[config.mk]
export PLATFORM = sky130hd
export DESIGN_NAME = rtt_timeout_estimator
export DESIGN_NICKNAME = d
export VERILOG_FILES = /design/src/design/rte_pkg.sv /design/src/design/rte_sample_pipe.sv /design/src/design/rte_filter.sv /design/src/design/rte_output.sv /design/src/design/rtt_timeout_estimator.sv
export VERILOG_INCLUDE_DIRS = /design/src /design/src/design
export SDC_FILE = /design/constraint.sdc
export NUM_CORES = 2
export LEC_CHECK = 0
export BUFFER_PORTS_ARGS = -buffer_cell sky130_fd_sc_hd__buf_2
export CAP_MARGIN = 20
export CORE_ASPECT_RATIO = 1.75
export CORE_MARGIN = 2
export CORE_UTILIZATION = 50
export DETAILED_ROUTE_END_ITERATION = 8
export PLACE_DENSITY = 0.69
export SLEW_MARGIN = 40
export SYNTH_ARGS = -nofsm -noshare
export SYNTH_HDL_FRONTEND = slang
export SYNTH_SLANG_ARGS = --single-unit
[constraint.sdc]
create_clock -name clk -period 6.65 [get_ports clk]
set_input_delay 0.665 -clock clk [delete_from_list [all_inputs] [get_ports clk]]
set_output_delay 0.665 -clock clk [all_outputs]
set_load 0.01 [all_outputs]
[src/design/rtt_timeout_estimator_defines.svh]
// Assertion macros shared by the RTT timeout estimator modules.
`ifndef RTT_TIMEOUT_ESTIMATOR_DEFINES_SVH
`define RTT_TIMEOUT_ESTIMATOR_DEFINES_SVH

// Consequent must hold in the same cycle as the antecedent.
`define RTE_ASSERT_NOW(label, clk, rst, ante, cons) \
  label: assert property (@(posedge clk) disable iff (rst) (ante) |-> (cons)) \
    else $error("rte check failed: same-cycle rule");

// Consequent must hold in the cycle after the antecedent.
`define RTE_ASSERT_NEXT(label, clk, rst, ante, cons) \
  label: assert property (@(posedge clk) disable iff (rst) (ante) |=> (cons)) \
    else $error("rte check failed: next-cycle rule");

`endif

[src/design/rte_pkg.sv]
// Shared types and constants for the RTT timeout estimator.
package rte_pkg;

  typedef struct packed {
    logic [31:0] start_sec;
    logic [19:0] start_usec;
    logic [31:0] end_sec;
    logic [19:0] end_usec;
  } rte_in_t;

  typedef struct packed {
    logic [31:0] timeout_ms;
    logic [31:0] smoothed_ms;
    logic [31:0] deviation_ms;
    logic [31:0] sample_ms;
    logic        seeded;
  } rte_out_t;

  // Filter result handed to the output stage.
  typedef struct packed {
    logic [31:0] sample_ms;
    logic [31:0] smoothed_ms;
    logic [31:0] deviation_ms;
    logic        seeded;
  } rte_est_t;

  localparam logic [31:0]        MAX32          = 32'hFFFF_FFFF;
  localparam logic signed [43:0] MS_PER_SEC     = 44'sd1000;
  // floor(x / 1000) = (x * MS_RECIP) >> 30 for x below 2^21
  localparam logic [20:0]        MS_RECIP       = 21'd1073742;
  localparam logic [20:0]        USEC_ROUND     = 21'd999;
  localparam logic [4:0]         SMOOTH_SHIFT_RST = 5'd3;
  localparam logic [4:0]         DEV_SHIFT_RST    = 5'd2;

  localparam logic REG_SMOOTH_SHIFT = 1'b0;
  localparam logic REG_DEV_SHIFT    = 1'b1;

endpackage

[src/design/rte_sample_pipe.sv]
// Timestamp difference to millisecond RTT sample, four pipeline stages.
`include "rtt_timeout_estimator_defines.svh"

module rte_sample_pipe (
  input  logic            clk,
  input  logic            rst,
  input  logic            in_valid,
  output logic            in_ready,
  input  rte_pkg::rte_in_t in_data,
  output logic            sample_valid,
  input  logic            sample_ready,
  output logic [31:0]     sample_ms
);
  import rte_pkg::*;

  logic                v1, v2, v3, v4;
  logic                rdy1, rdy2, rdy3, rdy4;
  rte_in_t             d1;
  logic signed [32:0]  dsec2;
  logic                neg2, neg3;
  logic [20:0]         t2;
  logic signed [43:0]  msec3;
  logic [10:0]         qa3;
  logic [31:0]         sample4;

  logic signed [32:0]  dsec_c;
  logic signed [20:0]  dusec_c;
  logic [20:0]         mag_c;
  logic [20:0]         t_c;
  logic signed [43:0]  dsec_ext;
  logic signed [43:0]  msec_c;
  logic [41:0]         prod_c;
  logic signed [43:0]  qs_c;
  logic signed [43:0]  ms_c;
  logic [31:0]         sample_c;

  assign rdy4 = !v4 || sample_ready;
  assign rdy3 = !v3 || rdy4;
  assign rdy2 = !v2 || rdy3;
  assign rdy1 = !v1 || rdy2;
  assign in_ready = rdy1;
  assign sample_valid = v4;
  assign sample_ms = sample4;

  // Stage 1: split into seconds and signed microsecond differences.
  always_comb begin
    dsec_c  = $signed({1'b0, d1.end_sec}) - $signed({1'b0, d1.start_sec});
    dusec_c = $signed({1'b0, d1.end_usec}) - $signed({1'b0, d1.start_usec});
    mag_c   = dusec_c[20] ? 21'(-dusec_c) : 21'(dusec_c);
    // round magnitude up for negatives so the quotient floors
    t_c     = dusec_c[20] ? mag_c + USEC_ROUND : mag_c;
  end

  // Stage 2: seconds to ms, microseconds to ms by reciprocal multiply.
  always_comb begin
    dsec_ext = 44'(dsec2);
    msec_c   = dsec_ext * MS_PER_SEC;
    prod_c   = 42'(t2) * 42'(MS_RECIP);
  end

  // Stage 3: combine, clamp negatives, saturate at 32 bits.
  always_comb begin
    qs_c = $signed({33'b0, qa3});
    ms_c = neg3 ? msec3 - qs_c : msec3 + qs_c;
    if (ms_c[43]) begin
      sample_c = '0;
    end else if (|ms_c[42:32]) begin
      sample_c = MAX32;
    end else begin
      sample_c = ms_c[31:0];
    end
  end

  always_ff @(posedge clk) begin
    if (rst) begin
      v1 <= 1'b0;
      v2 <= 1'b0;
      v3 <= 1'b0;
      v4 <= 1'b0;
    end else begin
      if (rdy1) v1 <= in_valid;
      if (rdy2) v2 <= v1;
      if (rdy3) v3 <= v2;
      if (rdy4) v4 <= v3;
    end
  end

  always_ff @(posedge clk) begin
    if (rdy1) begin
      d1 <= in_data;
    end
    if (rdy2) begin
      dsec2 <= dsec_c;
      neg2  <= dusec_c[20];
      t2    <= t_c;
    end
    if (rdy3) begin
      msec3 <= msec_c;
      neg3  <= neg2;
      qa3   <= prod_c[40:30];
    end
    if (rdy4) begin
      sample4 <= sample_c;
    end
  end

  // Quotient of the rounded microsecond magnitude (at most 1049574) by 1000 never exceeds 1049.
  `RTE_ASSERT_NOW(a_quot_range, clk, rst, v3, qa3 <= 11'd1049)

endmodule

[src/design/rte_filter.sv]
// Smoothed RTT and deviation state with their moving-average update.
`include "rtt_timeout_estimator_defines.svh"

module rte_filter (
  input  logic             clk,
  input  logic             rst,
  input  logic [4:0]       smooth_shift,
  input  logic [4:0]       deviation_shift,
  input  logic             sample_valid,
  output logic             sample_ready,
  input  logic [31:0]      sample_ms,
  output logic             est_valid,
  input  logic             est_ready,
  output rte_pkg::rte_est_t est
);
  import rte_pkg::*;

  logic [31:0] smoothed_rtt, smoothed_rtt_next;
  logic [31:0] rtt_deviation, rtt_deviation_next;
  logic        v5;
  rte_est_t    est5;
  logic        adv;
  logic        seed_c;
  logic [31:0] diff_c;
  logic [32:0] est_sum;
  logic [32:0] dev_sum;

  assign sample_ready = !v5 || est_ready;
  assign adv = sample_valid && sample_ready;
  assign est_valid = v5;
  assign est = est5;

  always_comb begin
    seed_c  = (smoothed_rtt == '0);
    diff_c  = (sample_ms > smoothed_rtt) ? sample_ms - smoothed_rtt
                                         : smoothed_rtt - sample_ms;
    est_sum = {1'b0, smoothed_rtt - (smoothed_rtt >> smooth_shift)}
            + {1'b0, sample_ms >> smooth_shift};
    dev_sum = {1'b0, rtt_deviation - (rtt_deviation >> deviation_shift)}
            + {1'b0, diff_c >> deviation_shift};
    if (seed_c) begin
      smoothed_rtt_next  = sample_ms;
      rtt_deviation_next = '0;
    end else begin
      smoothed_rtt_next  = est_sum[32] ? MAX32 : est_sum[31:0];
      rtt_deviation_next = dev_sum[32] ? MAX32 : dev_sum[31:0];
    end
  end

  always_ff @(posedge clk) begin
    if (rst) begin
      smoothed_rtt  <= '0;
      rtt_deviation <= '0;
      v5            <= 1'b0;
    end else begin
      if (sample_ready) v5 <= sample_valid;
      if (adv) begin
        smoothed_rtt  <= smoothed_rtt_next;
        rtt_deviation <= rtt_deviation_next;
      end
    end
  end

  always_ff @(posedge clk) begin
    if (adv) begin
      est5.sample_ms    <= sample_ms;
      est5.smoothed_ms  <= smoothed_rtt_next;
      est5.deviation_ms <= rtt_deviation_next;
      est5.seeded       <= seed_c;
    end
  end

  // State moves only on a transfer into this stage.
  `RTE_ASSERT_NEXT(a_state_hold, clk, rst, !adv,
    $stable(smoothed_rtt) && $stable(rtt_deviation))
  // A seeding result carries the sample as the average and no deviation.
  `RTE_ASSERT_NOW(a_seed_result, clk, rst, v5 && est5.seeded,
    est5.deviation_ms == '0 && est5.smoothed_ms == est5.sample_ms)

endmodule

[src/design/rte_output.sv]
// Timeout computation and result register.
`include "rtt_timeout_estimator_defines.svh"

module rte_output (
  input  logic              clk,
  input  logic              rst,
  input  logic              est_valid,
  output logic              est_ready,
  input  rte_pkg::rte_est_t est,
  output logic              out_valid,
  input  logic              out_ready,
  output rte_pkg::rte_out_t out_data
);
  import rte_pkg::*;

  logic        v6;
  rte_out_t    res6;
  logic [34:0] sum_c;
  logic [31:0] timeout_c;

  assign est_ready = !v6 || out_ready;
  assign out_valid = v6;
  assign out_data  = res6;

  always_comb begin
    if (est.seeded) begin
      sum_c = {2'b0, est.sample_ms, 1'b0};
    end else begin
      sum_c = {3'b0, est.smoothed_ms} + {1'b0, est.deviation_ms, 2'b0};
    end
    timeout_c = (|sum_c[34:32]) ? MAX32 : sum_c[31:0];
  end

  always_ff @(posedge clk) begin
    if (rst) begin
      v6 <= 1'b0;
    end else if (est_ready) begin
      v6 <= est_valid;
    end
  end

  always_ff @(posedge clk) begin
    if (est_ready && est_valid) begin
      res6.timeout_ms   <= timeout_c;
      res6.smoothed_ms  <= est.smoothed_ms;
      res6.deviation_ms <= est.deviation_ms;
      res6.sample_ms    <= est.sample_ms;
      res6.seeded       <= est.seeded;
    end
  end

  // Timeout never falls below the smoothed RTT it is built on.
  `RTE_ASSERT_NOW(a_timeout_floor, clk, rst, v6, res6.timeout_ms >= res6.smoothed_ms)

endmodule

[src/design/rtt_timeout_estimator.sv]
// Result path: six registers (4 sample stages, filter stage, output register); the
// input transfer loads the first.
// Throughput: one item per cycle while out_ready is held high; the only feedback
// loop is the smoothed RTT and deviation update in the filter stage.
// Reset: synchronous; clears pipeline valids and the estimator state and
// loads smooth_shift = 3, deviation_shift = 2.
module rtt_timeout_estimator (
  input  logic              clk,
  input  logic              rst,
  input  logic              in_valid,
  output logic              in_ready,
  input  rte_pkg::rte_in_t  in_data,
  output logic              out_valid,
  input  logic              out_ready,
  output rte_pkg::rte_out_t out_data,
  input  logic              cfg_we,
  input  logic              cfg_index,
  input  logic [4:0]        cfg_data
);
  import rte_pkg::*;

  logic [4:0]  smooth_shift;
  logic [4:0]  deviation_shift;
  logic        sample_valid, sample_ready;
  logic [31:0] sample_ms;
  logic        est_valid, est_ready;
  rte_est_t    est;

  always_ff @(posedge clk) begin
    if (rst) begin
      smooth_shift    <= SMOOTH_SHIFT_RST;
      deviation_shift <= DEV_SHIFT_RST;
    end else if (cfg_we) begin
      case (cfg_index)
        REG_SMOOTH_SHIFT: smooth_shift    <= cfg_data;
        REG_DEV_SHIFT:    deviation_shift <= cfg_data;
        default: ;
      endcase
    end
  end

  rte_sample_pipe u_sample (
    .clk          (clk),
    .rst          (rst),
    .in_valid     (in_valid),
    .in_ready     (in_ready),
    .in_data      (in_data),
    .sample_valid (sample_valid),
    .sample_ready (sample_ready),
    .sample_ms    (sample_ms)
  );

  rte_filter u_filter (
    .clk             (clk),
    .rst             (rst),
    .smooth_shift    (smooth_shift),
    .deviation_shift (deviation_shift),
    .sample_valid    (sample_valid),
    .sample_ready    (sample_ready),
    .sample_ms       (sample_ms),
    .est_valid       (est_valid),
    .est_ready       (est_ready),
    .est             (est)
  );

  rte_output u_output (
    .clk       (clk),
    .rst       (rst),
    .est_valid (est_valid),
    .est_ready (est_ready),
    .est       (est),
    .out_valid (out_valid),
    .out_ready (out_ready),
    .out_data  (out_data)
  );

endmodule
==> impl_metrics.json <==
{
  "grt_use_total_pct": 38.4,
  "die_w_um": 248,
  "dp.cells": 7816,
  "max_stage_delay_ps": 490,
  "design_area_um2": 66000,
  "cts_max_level": 2,
  "overflow": 0,
  "critPathRequiredTime_ps": 7280,
  "drtAntennaViolNets": 0,
  "fmax_ghz": 0.139,
  "worstPathArrival_ps": 7800,
  "postCtsHoldBufs": 0,
  "critPathTopFamily": "compound AO/OA/AOI/OAI gates",
  "nNetsFinal": 7537,
  "violations": "setup timing",
  "cts_buffers": 54,
  "mostFrequentLayoutCell": "buf_4",
  "wire_per_inst_um": 25.5,
  "critPathSlowestCell": "mux4_2",
  "num_rows": 156,
  "cts-root-buf": "clkbuf_16",
  "hold_class": "input port to flip-flop",
  "first_global_vias": 49700,
  "dr_total_vias": 48300,
  "tightest_slew_ps": 899,
  "initial_core_util_pct": 50.4,
  "final_cell_mix": "buf_4 (957), inv_1 (610), ha_1 (557)",
  "synthFlopType": "edfxtp_1",
  "min_path_cells": 1,
  "yosysSeqAreaShare_pct": 30.3,
  "grt_max_degree": 84,
  "rsz0062_at_grt": "yes",
  "max_slew_margin_pct": 40.0,
  "via_per_inst": 6.03,
  "dp_hpwl_um": 160000,
  "die_y_um": 430,
  "die_area_um2": 107000,
  "syn_avg_cell_area_um2": 9.44,
  "nFillCells": 8627,
  "run_status": "finished with violations",
  "final_hold_viol_count": 0,
  "cts_tree": "done",
  "ys_warn_count": 0,
  "gp_congestion": 1.12,
  "end_kind": "flip-flop",
  "insertion_delay_ps": 720,
  "critical_path_class": "flip-flop to flip-flop",
  "start_kind": "flip-flop",
  "cts_num_sinks": 550,
  "grt_pass1_wl_um": 300000,
  "finalSetupViolCount": 123,
  "slew_viol_final": 0,
  "cts_buffer_depth": 3,
  "core_area_um2": 103000,
  "final.setup.tns_ps": -29790,
  "r2r_cells": 35,
  "fin_crit_sh_pct": 108,
  "synth_edf_count": 470,
  "timing.hold.ws_ps": 122,
  "drive_gt1_share_pct": 26.7,
  "io_buffers": 245,
  "syn-instance-count": 5496,
  "clkTransAtPathRegs_ps": 70,
  "syn2layout_area_growth_pct": 27.2,
  "period_needed_ps": 7170,
  "routed_wl_um": 204000,
  "crit_path_frequent_cell": "buf_4",
  "netlist_area_um2": 51900,
  "dpl_cell_area_um2": 61300,
  "grt_antenna_before_repair": 29,
  "dr.first_iter.drc_count": 3101,
  "fin_skew_ps": 57.2,
  "synth_cell_types": 112,
  "fin_cells": 8019,
  "ys_async_sr_fraction_pct": 0,
  "cp_num_cells": 35,
  "cp.buffers_inverters": 9,
  "cap_violations": 0,
  "ys_ff_latch": 550,
  "synth_fp_nets": 6415,
  "critPathMaxFanout": 3,
  "drc": 0,
  "fin_ws_ps": -520,
  "dr.pass1.iters": 8,
  "pin_count": 246
}
[logic make-up (layout without fill, tap and decap cells)]
group | count (synthesis) | after routing | synth area share (%)
mux | 206 | 206 | 5.34
simple gates | 1400 | 1400 | 12.5
compound gates | 1387 | 1387 | 17.7
xor+xnor | 314 | 314 | 5.35
fa+ha+maj | 804 | 804 | 22.7
buf+inv | 835 | 2001 | 6.13
flops | 550 | 550 | 30.3
other cells | 0 | 14 | 0
[repair_timing]
item | CTS | global route
pin swaps | 117 | 74
buffers inserted | 50 | 47
gates cloned | 1 | 3
endpoints found under the setup margin | 128 | 131
gates resized for setup | 250 | 188
[cell type report]
| cell class | instances | area, um2 | share of cell area, % |
|---|---|---|---|
| repair buffers | 1276 | 9490 | 14.4 |
| inverters | 625 | 2350 | 3.57 |
| well taps | 1343 | 1680 | 2.55 |
| multi-input cells | 4111 | 34800 | 52.7 |
| diodes | 14 | 35.0 | 0.0531 |
| clock inverters | 34 | 463 | 0.701 |
| clock buffers | 66 | 1440 | 2.18 |
| flip-flops and latches | 550 | 15700 | 23.8 |
[sequential cells by signal, indices dropped and copies added, names as in the netlist, 5 cells and up]
register / count
u_filter.rtt_deviation: 32
u_filter.smoothed_rtt: 32
u_sample.dsec2: 33
u_filter.est: 97
u_sample.sample_ms: 32
u_sample.d1: 104
u_sample.msec3: 41
u_output.out_data: 129
u_sample.qa3: 11
u_sample.t2: 21
smooth_shift: 5
deviation_shift: 5
[through the flow]
| step | utilization, % | worst slack (ps) |
|---|---|---|
| 2_1_floorplan | - | 83.5 |
| 3_3_place_gp | 59.5 | -1050 |
| 3_5_place_dp | 59.5 | -1080 |
| 4_1_cts | 62.8 | -454 |
| 5_1_grt | 64.0 | -710 |
| 6_report | 64.1 | -520 |
[layer usage]
layer / track usage, % / wire [um]
met1: 32.4 / 59300
met2: 67.2 / 103000
met3: 11.7 / 14900
met4: 41.4 / 27400
met5: 0 / 204
[synth_stat cells (all sizes together), types with 48 or more instances]
master | n | area share, %
a211oi | 74 | 1.1
a21o | 108 | 1.6
a21oi | 418 | 4.0
a31oi | 60 | 0.75
and3 | 48 | 0.58
buf | 64 | 0.55
clkbuf | 146 | 1.1
dfxtp | 80 | 3.1
edfxtp | 470 | 27
fa | 228 | 8.8
ha | 576 | 14
inv | 620 | 4.5
mux2i | 136 | 2.6
mux4 | 55 | 2.4
nand2 | 493 | 3.6
nand2b | 66 | 0.80
nand3 | 92 | 0.89
nor2 | 382 | 2.8
nor3 | 88 | 0.86
o21a | 68 | 0.98
o21ai | 231 | 2.2
xnor2 | 203 | 3.4
xor2 | 111 | 1.9
[final timing paths]
check	startpoint	slack, ps	to
setup reg to reg	u_filter.smoothed_rtt[0]	-520	u_filter.rtt_deviation[28]
setup / recovery	u_filter.smoothed_rtt[0]	-520	u_filter.rtt_deviation[28]
hold / removal	in_data[96]	120	u_sample.d1[96]
hold reg to reg	u_sample.neg2	420	u_sample.neg3
Power is not shown: default switching activity piles up to over one toggle a cycle in this logic, so the estimate is an artifact.
